==> src/rtl/urxcrlf_pkg.sv <==
`default_nettype none

package urxcrlf_pkg;

   typedef enum logic [1:0] {
      OP_TICK    = 2'd0,
      OP_READ    = 2'd1,
      OP_RELEASE = 2'd2
   } opcode_type;

   typedef enum logic [0:0] {
      CSR_BIT_PERIOD   = 1'b0,
      CSR_FIRST_SAMPLE = 1'b1
   } csr_index_type;

   localparam logic [7:0]  CHAR_LF            = 8'h0a;
   localparam logic [7:0]  CHAR_CR            = 8'h0d;
   localparam logic [3:0]  NUM_SAMPLES        = 4'd9;
   localparam logic [15:0] BIT_PERIOD_RESET   = 16'd104;
   localparam logic [15:0] FIRST_SAMPLE_RESET = 16'd30;

   typedef struct packed {
      logic [1:0] opcode;
      logic       rx_level;
      logic [7:0] read_index;
   } req_word_type;

   typedef struct packed {
      logic       byte_done;
      logic [7:0] rx_byte;
      logic       line_ready;
      logic       cr_pending;
      logic [7:0] line_length;
      logic [7:0] read_data;
   } rsp_word_type;

endpackage

`default_nettype wire

==> src/rtl/urxcrlf_chan_if.sv <==
`default_nettype none

interface urxcrlf_chan_if #(
   parameter type payload_type = logic
);
   logic        valid;
   logic        ready;
   payload_type payload;

   modport source (output valid, output payload, input ready);
   modport sink   (input valid, input payload, output ready);
endinterface

`default_nettype wire

==> src/rtl/uart_rx_crlf_line_assembler.sv <==
// channel   dir  payload                                              accept
// req_chan  in   opcode[1:0] rx_level read_index[7:0]                  valid & ready
// rsp_chan  out  byte_done rx_byte line_ready cr_pending
//                line_length read_data                                valid & ready
// csr_*     in   csr_index selects register, csr_wdata[15:0]          csr_we
//
// one word per cycle while rsp_chan takes results; each result passes the read stage, then the output register
// the line buffer memory has one registered read port, so reads take a stage
// synchronous active high reset clears control state only; the buffer is not cleared
// a stalled result holds the output register; one more word waits in the read stage,
// then req_chan.ready drops until rsp_chan.ready returns
`default_nettype none

module uart_rx_crlf_line_assembler #(
   parameter int LINE_BUFFER_DEPTH = 256
) (
   input  wire logic        clock,
   input  wire logic        reset,
   urxcrlf_chan_if.sink     req_chan,
   urxcrlf_chan_if.source   rsp_chan,
   input  wire logic        csr_we,
   input  wire logic [0:0]  csr_index,
   input  wire logic [15:0] csr_wdata
);

   localparam int AW = (LINE_BUFFER_DEPTH > 1) ? $clog2(LINE_BUFFER_DEPTH) : 1;
   localparam int IW = (AW > 8) ? AW : 8;
   localparam int CW = IW + 1;

   logic [15:0]   bit_period_ff, bit_period_in;
   logic [15:0]   first_sample_ff, first_sample_in;
   logic          prev_level_ff, prev_level_in;
   logic          receiving_ff, receiving_in;
   logic [15:0]   tick_count_ff, tick_count_in;
   logic [3:0]    sample_count_ff, sample_count_in;
   logic [7:0]    shift_byte_ff, shift_byte_in;
   logic          line_done_ff, line_done_in;
   logic          cr_ff, cr_in;
   logic [AW-1:0] count_ff, count_in;

   logic [7:0]    line_store [LINE_BUFFER_DEPTH];
   logic [7:0]    mem_q_ff;

   logic                       s1_valid_ff, s1_valid_in;
   urxcrlf_pkg::rsp_word_type  s1_word_ff, s1_word_in;
   logic                       s1_read_ff, s1_read_in;
   logic                       out_valid_ff, out_valid_in;
   urxcrlf_pkg::rsp_word_type  out_word_ff, out_word_in;

   urxcrlf_pkg::req_word_type req;
   logic          accept, s1_advance;
   logic          is_tick, is_read, is_release;
   logic [15:0]   target, tick_next;
   logic          done;
   logic          mem_we, mem_re;
   logic [AW-1:0] rd_addr;
   logic          rd_in_range;
   logic [AW:0]   count_inc;

   assign req        = req_chan.payload;
   assign s1_advance = !out_valid_ff || rsp_chan.ready;
   assign req_chan.ready = !s1_valid_ff || s1_advance;
   assign accept     = req_chan.valid && req_chan.ready;
   assign is_tick    = accept && (req.opcode == urxcrlf_pkg::OP_TICK);
   assign is_read    = accept && (req.opcode == urxcrlf_pkg::OP_READ);
   assign is_release = accept && (req.opcode == urxcrlf_pkg::OP_RELEASE);

   assign target    = (sample_count_ff == 4'd0) ? first_sample_ff : bit_period_ff;
   assign tick_next = tick_count_ff + 16'd1;
   assign count_inc = {1'b0, count_ff} + {{AW{1'b0}}, 1'b1};

   assign rd_in_range = CW'(req.read_index) < CW'(LINE_BUFFER_DEPTH);
   assign rd_addr     = AW'(req.read_index);

   always_comb begin
      bit_period_in   = bit_period_ff;
      first_sample_in = first_sample_ff;
      if (csr_we) begin
         case (csr_index)
            urxcrlf_pkg::CSR_BIT_PERIOD:   bit_period_in   = csr_wdata;
            urxcrlf_pkg::CSR_FIRST_SAMPLE: first_sample_in = csr_wdata;
            default: ;
         endcase
      end
   end

   always_comb begin
      prev_level_in   = prev_level_ff;
      receiving_in    = receiving_ff;
      tick_count_in   = tick_count_ff;
      sample_count_in = sample_count_ff;
      shift_byte_in   = shift_byte_ff;
      line_done_in    = line_done_ff;
      cr_in           = cr_ff;
      count_in        = count_ff;
      done            = 1'b0;
      mem_we          = 1'b0;
      if (is_tick) begin
         prev_level_in = req.rx_level;
         if (!receiving_ff) begin
            if (prev_level_ff && !req.rx_level) begin
               receiving_in    = 1'b1;
               tick_count_in   = 16'd0;
               sample_count_in = 4'd0;
            end
         end else begin
            tick_count_in = tick_next;
            if (tick_next >= target) begin
               tick_count_in = 16'd0;
               if (sample_count_ff < urxcrlf_pkg::NUM_SAMPLES) begin
                  shift_byte_in   = {req.rx_level, shift_byte_ff[7:1]};
                  sample_count_in = sample_count_ff + 4'd1;
               end else begin
                  receiving_in    = 1'b0;
                  sample_count_in = 4'd0;
                  done            = 1'b1;
               end
            end
         end
      end
      if (done && !line_done_ff) begin
         if (cr_ff) begin
            if (shift_byte_ff != urxcrlf_pkg::CHAR_LF) begin
               cr_in    = 1'b0;
               count_in = '0;
            end else begin
               line_done_in = 1'b1;
            end
         end else if (shift_byte_ff == urxcrlf_pkg::CHAR_CR) begin
            cr_in = 1'b1;
         end else begin
            mem_we = 1'b1;
            if (count_inc == (AW+1)'(LINE_BUFFER_DEPTH)) begin
               count_in = '0;
            end else begin
               count_in = count_inc[AW-1:0];
            end
         end
      end
      if (is_release) begin
         line_done_in = 1'b0;
         cr_in        = 1'b0;
         count_in     = '0;
      end
   end

   assign mem_re = is_read && rd_in_range;

   // buffer memory, one write or one registered read per word
   always_ff @(posedge clock) begin
      if (mem_we) begin
         line_store[count_ff] <= shift_byte_ff;
      end
      if (mem_re) begin
         mem_q_ff <= line_store[rd_addr];
      end
   end

   always_comb begin
      s1_valid_in = s1_valid_ff;
      s1_word_in  = s1_word_ff;
      s1_read_in  = s1_read_ff;
      if (accept) begin
         s1_valid_in            = 1'b1;
         s1_word_in.byte_done   = done;
         s1_word_in.rx_byte     = done ? shift_byte_ff : 8'd0;
         s1_word_in.line_ready  = line_done_in;
         s1_word_in.cr_pending  = cr_in;
         s1_word_in.line_length = 8'(count_in);
         s1_word_in.read_data   = 8'd0;
         s1_read_in             = mem_re;
      end else if (s1_advance) begin
         s1_valid_in = 1'b0;
      end
   end

   always_comb begin
      out_valid_in = out_valid_ff;
      out_word_in  = out_word_ff;
      if (s1_advance) begin
         out_valid_in          = s1_valid_ff;
         out_word_in           = s1_word_ff;
         out_word_in.read_data = s1_read_ff ? mem_q_ff : 8'd0;
      end
   end

   always_ff @(posedge clock) begin
      if (reset) begin
         bit_period_ff   <= urxcrlf_pkg::BIT_PERIOD_RESET;
         first_sample_ff <= urxcrlf_pkg::FIRST_SAMPLE_RESET;
         prev_level_ff   <= 1'b1;
         receiving_ff    <= 1'b0;
         tick_count_ff   <= 16'd0;
         sample_count_ff <= 4'd0;
         shift_byte_ff   <= 8'd0;
         line_done_ff    <= 1'b0;
         cr_ff           <= 1'b0;
         count_ff        <= '0;
         s1_valid_ff     <= 1'b0;
         out_valid_ff    <= 1'b0;
      end else begin
         bit_period_ff   <= bit_period_in;
         first_sample_ff <= first_sample_in;
         prev_level_ff   <= prev_level_in;
         receiving_ff    <= receiving_in;
         tick_count_ff   <= tick_count_in;
         sample_count_ff <= sample_count_in;
         shift_byte_ff   <= shift_byte_in;
         line_done_ff    <= line_done_in;
         cr_ff           <= cr_in;
         count_ff        <= count_in;
         s1_valid_ff     <= s1_valid_in;
         out_valid_ff    <= out_valid_in;
      end
   end

   always_ff @(posedge clock) begin
      s1_word_ff  <= s1_word_in;
      s1_read_ff  <= s1_read_in;
      out_word_ff <= out_word_in;
   end

   assign rsp_chan.valid   = out_valid_ff;
   assign rsp_chan.payload = out_word_ff;

`ifndef ASSERT_OFF
   a_idle_counters: assert property (@(posedge clock) disable iff (reset)
      !receiving_ff |-> (tick_count_ff == 16'd0) && (sample_count_ff == 4'd0))
      else $error("receiver idle with nonzero counters");
   a_sample_bound: assert property (@(posedge clock) disable iff (reset)
      sample_count_ff <= urxcrlf_pkg::NUM_SAMPLES)
      else $error("sample count beyond stop bit");
   a_line_needs_cr: assert property (@(posedge clock) disable iff (reset)
      line_done_ff |-> cr_ff)
      else $error("line ready without cr pending");
   a_no_overrun: assert property (@(posedge clock) disable iff (reset)
      (s1_valid_ff && !s1_advance) |-> !accept)
      else $error("word accepted while read stage is stalled");
   a_byte_zero: assert property (@(posedge clock) disable iff (reset)
      (out_valid_ff && !out_word_ff.byte_done) |-> (out_word_ff.rx_byte == 8'd0))
      else $error("rx_byte nonzero without byte_done");
`endif

endmodule

`default_nettype wire

==> src/flat_wrapper.sv <==
// flat-port wrapper written by rule: the top's interface ports become plain ports
module uart_rx_crlf_line_assembler_flat 
#(
   parameter int LINE_BUFFER_DEPTH = 256
)
  (clock, reset, csr_we, csr_index, csr_wdata, req_chan_valid, req_chan_payload, req_chan_ready, rsp_chan_valid, rsp_chan_payload, rsp_chan_ready);
  urxcrlf_chan_if #(.payload_type(urxcrlf_pkg::req_word_type)) req_chan_i ();
  urxcrlf_chan_if #(.payload_type(urxcrlf_pkg::rsp_word_type)) rsp_chan_i ();
  input  wire logic clock;
  input  wire logic reset;
  input  wire logic csr_we;
  input  wire logic [0:0] csr_index;
  input  wire logic [15:0] csr_wdata;
  input wire logic [$bits(req_chan_i.valid)-1:0] req_chan_valid;
  input wire logic [$bits(req_chan_i.payload)-1:0] req_chan_payload;
  output wire logic [$bits(req_chan_i.ready)-1:0] req_chan_ready;
  output wire logic [$bits(rsp_chan_i.valid)-1:0] rsp_chan_valid;
  output wire logic [$bits(rsp_chan_i.payload)-1:0] rsp_chan_payload;
  input wire logic [$bits(rsp_chan_i.ready)-1:0] rsp_chan_ready;
  assign req_chan_i.valid = req_chan_valid;
  assign req_chan_i.payload = req_chan_payload;
  assign req_chan_ready = req_chan_i.ready;
  assign rsp_chan_valid = rsp_chan_i.valid;
  assign rsp_chan_payload = rsp_chan_i.payload;
  assign rsp_chan_i.ready = rsp_chan_ready;
  uart_rx_crlf_line_assembler #(.LINE_BUFFER_DEPTH(LINE_BUFFER_DEPTH)) u_core (.clock(clock), .reset(reset), .req_chan(req_chan_i), .rsp_chan(rsp_chan_i), .csr_we(csr_we), .csr_index(csr_index), .csr_wdata(csr_wdata));
endmodule
==> config.mk <==
export PLATFORM = sky130hd
export DESIGN_NAME = uart_rx_crlf_line_assembler_flat
export DESIGN_NICKNAME = d
export VERILOG_FILES = /design/src/rtl/urxcrlf_pkg.sv /design/src/rtl/urxcrlf_chan_if.sv /design/src/rtl/uart_rx_crlf_line_assembler.sv /design/src/flat_wrapper.sv
export SDC_FILE = /design/constraint.sdc
export NUM_CORES = 2
export LEC_CHECK = 0
export BUFFER_PORTS_ARGS = -buffer_cell sky130_fd_sc_hd__buf_4
export CORE_UTILIZATION = 57
export CTS_BUF_LIST = sky130_fd_sc_hd__clkbuf_16
export DETAILED_ROUTE_END_ITERATION = 7
export HOLD_SLACK_MARGIN = 0.1
export PLACE_DENSITY_LB_ADDON = 0.3
export SETUP_SLACK_MARGIN = 0.3
export SYNTH_ARGS = -nofsm -noshare
export SYNTH_HDL_FRONTEND = slang
export SYNTH_SLANG_ARGS = --single-unit
==> constraint.sdc <==
create_clock -name clock -period 5.7 [get_ports clock]
set_clock_uncertainty 0.15 [all_clocks]
set_input_delay 1.14 -clock clock [delete_from_list [all_inputs] [get_ports clock]]
set_output_delay 1.14 -clock clock [all_outputs]
set_load 0.01 [all_outputs]
==> impl_metrics.ini <==
[status]
outcome = finished clean

[global_routing]
overflow = 0
grt_max_degree = 160
grt_util_all_layers_pct = 28.4
antenna_found_initial = 9
grt_first_pass_wirelength_um = 306000
grt_pass1_vias = 42921

[routing]
drt_wl_total_um = 212000
ant_nets = 0
routedWlPerCell_um = 32.5
dr.pass1.iters = 8
first_iter_violations = 6425
vias = 44086
viasPerCell = 6.75
drc = 0

[die]
fp.dieH_um = 389
start_util_pct = 57.5
die_w_um = 389
coreArea_um2 = 148000
io_pins = 62
die-area_um2 = 151000
rows = 141

[cts]
clk_pin_slew_worst_paths_ps = 60
clk_latency_ps = 840
ctsHoldBuffers = 0
root_buffer = clkbuf_16
cts_tree = done
clockBufferDepth = 3
clock-sinks = 2177
cts_buffers = 206
h-tree-depth = 4

[synth]
synth.cells.most_frequent = edfxtp_1, mux4_2, mux2i_1
synth_most_common_cell = edfxtp_1
ys_seq_area_share_pct = 75.8
avgSynthCellArea_um2 = 19.9
synth-edff-count = 2103
synth_warnings = 0
syn-num-nets = 4348
syn_area_um2 = 85300
synth_flop_cell = edfxtp_1
ys_types = 69
synth_area_leader_cell = edfxtp_1
ys_async_sr_fraction_pct = 0
ys_seq_elements = 2177
synth.top_cells.by_area = edfxtp_1, mux4_2, mux2i_1, dfxtp_1, a22oi_1
synth_top_area_share_pct = 74.1
synthCells = 4292

[timing]
rsz0062_at_grt = yes
post-route-period-util_pct = 93.0
fmax_ghz = 0.189
relSlewSlack_pct = 5.03
fin_crit_ps = 5300
tightest_slew_ps = 1420
hold_violations = 0
setup_viol = 0
slew_violations = 0
setup_slack_ps = 399
finalSetupTns_ps = 0

[power]
pwr-share-seq_pct = 54.4
swShare_pct = 20.0
internal_power_mw = 25.4
leakage_nw = 33.1
p_comb_share_pct = 2.5
p_clk_share_pct = 43.1
power_switching_mw = 6.37
ir_worst_vdd_mv = 0.247
cellPowerDensity_nw_per_um2 = 333

[placed_design]
placed_area_um2 = 88300
gp_congestion = 0.883
place_hpwl_um = 127000
io_buffers = 61
dp.cells = 6158
preCtsSetupSlack_ps = 474

[final_layout]
drive_above_1_share_pct = 25.3
final_area_um2 = 95600
finalNonFillerCells = 6536
layout.nets = 4493
fin_util_pct = 64.5
syn_to_final_growth_pct = 12.1

[min_path]
min_to = u_core.rsp_chan.payload[26]
hold_depth = 0
min-delay-start = u_core.s1_word_ff[26]
hold_path_class = reg2reg

[setup_path]
r2r_slack_ps = 400
critPathSlowestCell = nor2_1
crit_required_ps = 6000
end_kind = flop
crit_path_max_incr_delay_ps = 690
critical-path-top-delay-family = simple AND/OR/NAND/NOR gates
cp_num_buf_inv = 1
critical_path_class = reg2reg
start_kind = flop
r2r_end = u_core.line_store[125][6]
r2r-start = u_core.tick_count_ff[0]
cp_common_cell = and3_1
arrival_ps = 5600
path_cells = ha_1 -> and3_1 -> and3_1 -> and3_1 -> nand3_1 -> xnor2_1 -> ha_1 -> nand4_1 -> nor2_1 -> o2111ai_1 -> o221ai_2 -> and3_1 -> buf_4 -> nand4_4 -> nor2_1
critPathMaxFanout = 16
ff2ff_path_depth = 15

[flow_run]
cap_violations = 0
## cell type report
type	count	area [um2]
clock inverters	166	1520
diodes	1	2.50
clock buffers	210	5260
inverters	14	52.6
repair buffers	211	1840
flip-flops and latches	2177	64700
well taps	1930	2410
fillers	9640	52600
multi-input cells	1827	19800
## power by group through the flow
stage / clock network [mW] / logic, mW / registers [mW]
global route: 14.4 / 0.825 / 17.3
floorplan: 0 / 0.525 / 17.7
finish: 13.7 / 0.788 / 17.3
CTS: 13.8 / 0.782 / 17.3
global placement: 0 / 0.774 / 17.7
detailed placement: 0 / 0.780 / 17.7
## stage by stage
stage                     hold slack, ps  power, mW
final                                273       31.8
after global routing                 285       32.5
after CTS                            272       31.9
after detailed placement             260       18.4
after global placement               252       18.4
after floorplan                      250       18.2
## metal layers
layer,wire (um),global-route usage [%],vias up
met5,32,0,-
met4,6340,9.70,4
met3,24500,6.31,334
met2,98400,42.4,2985
met1,83100,41.9,22707
li1,-,-,18056
## layout by cell type, fill, tap and decap left out, drive strengths merged, types with 29 or more instances in the layout
cell type,instances
mux2i,249
mux4,432
a21oi,62
nand4,41
a221oi,42
edfxtp,2103
o211ai,47
nand2,153
buf,211
o21ai,29
nand3,71
inv,56
a22oi,126
clkinv,84
nor3,142
clkbuf,210
nor2,181
dfxtp,74
## worst max-delay path by stage
stage | start | to | slack (ps) | depth (start not counted)
after floorplan | u_core.sample_count_ff[0] | u_core.line_store[100][0] | 1260 | 15
after global placement | u_core.tick_count_ff[0] | u_core.line_store[221][3] | 640 | 15
after detailed placement | u_core.tick_count_ff[0] | u_core.line_store[109][4] | 470 | 14
after CTS | u_core.tick_count_ff[0] | u_core.line_store[65][6] | 430 | 14
after global routing | u_core.tick_count_ff[0] | u_core.line_store[125][6] | 90 | 15
final | u_core.tick_count_ff[0] | u_core.line_store[125][6] | 400 | 15
## sequential cells by signal, summed over array words and instances (netlist names), 4 cells and up
signal,flops
u_core.line_store,2048
u_core.rsp_chan.payload,27
u_core.s1_word_ff,19
u_core.bit_period_ff,16
u_core.first_sample_ff,16
u_core.tick_count_ff,16
u_core.count_ff,8
u_core.mem_q_ff,8
u_core.shift_byte_ff,8
u_core.sample_count_ff,4
## cell families (layout without fill, tap and decap cells)
family,count (synthesis),in the layout,synth area share [%]
adders and majority gates,23,23,0.337
muxes,697,697,14.5
and+or+nand+nor,683,683,4.04
buffers and inverters,288,601,1.68
AOI/OAI and AO/OA,409,409,3.45
DFF,2177,2177,75.8
other,0,1,0
xor gates and xnor gates,15,15,0.154
## repair_timing
action / CTS / global route
setup buffers: 0 / 1
endpoints found under the setup margin: 0 / 1175
gates resized for setup: 0 / 131
Power figures use the tool's default switching activity.
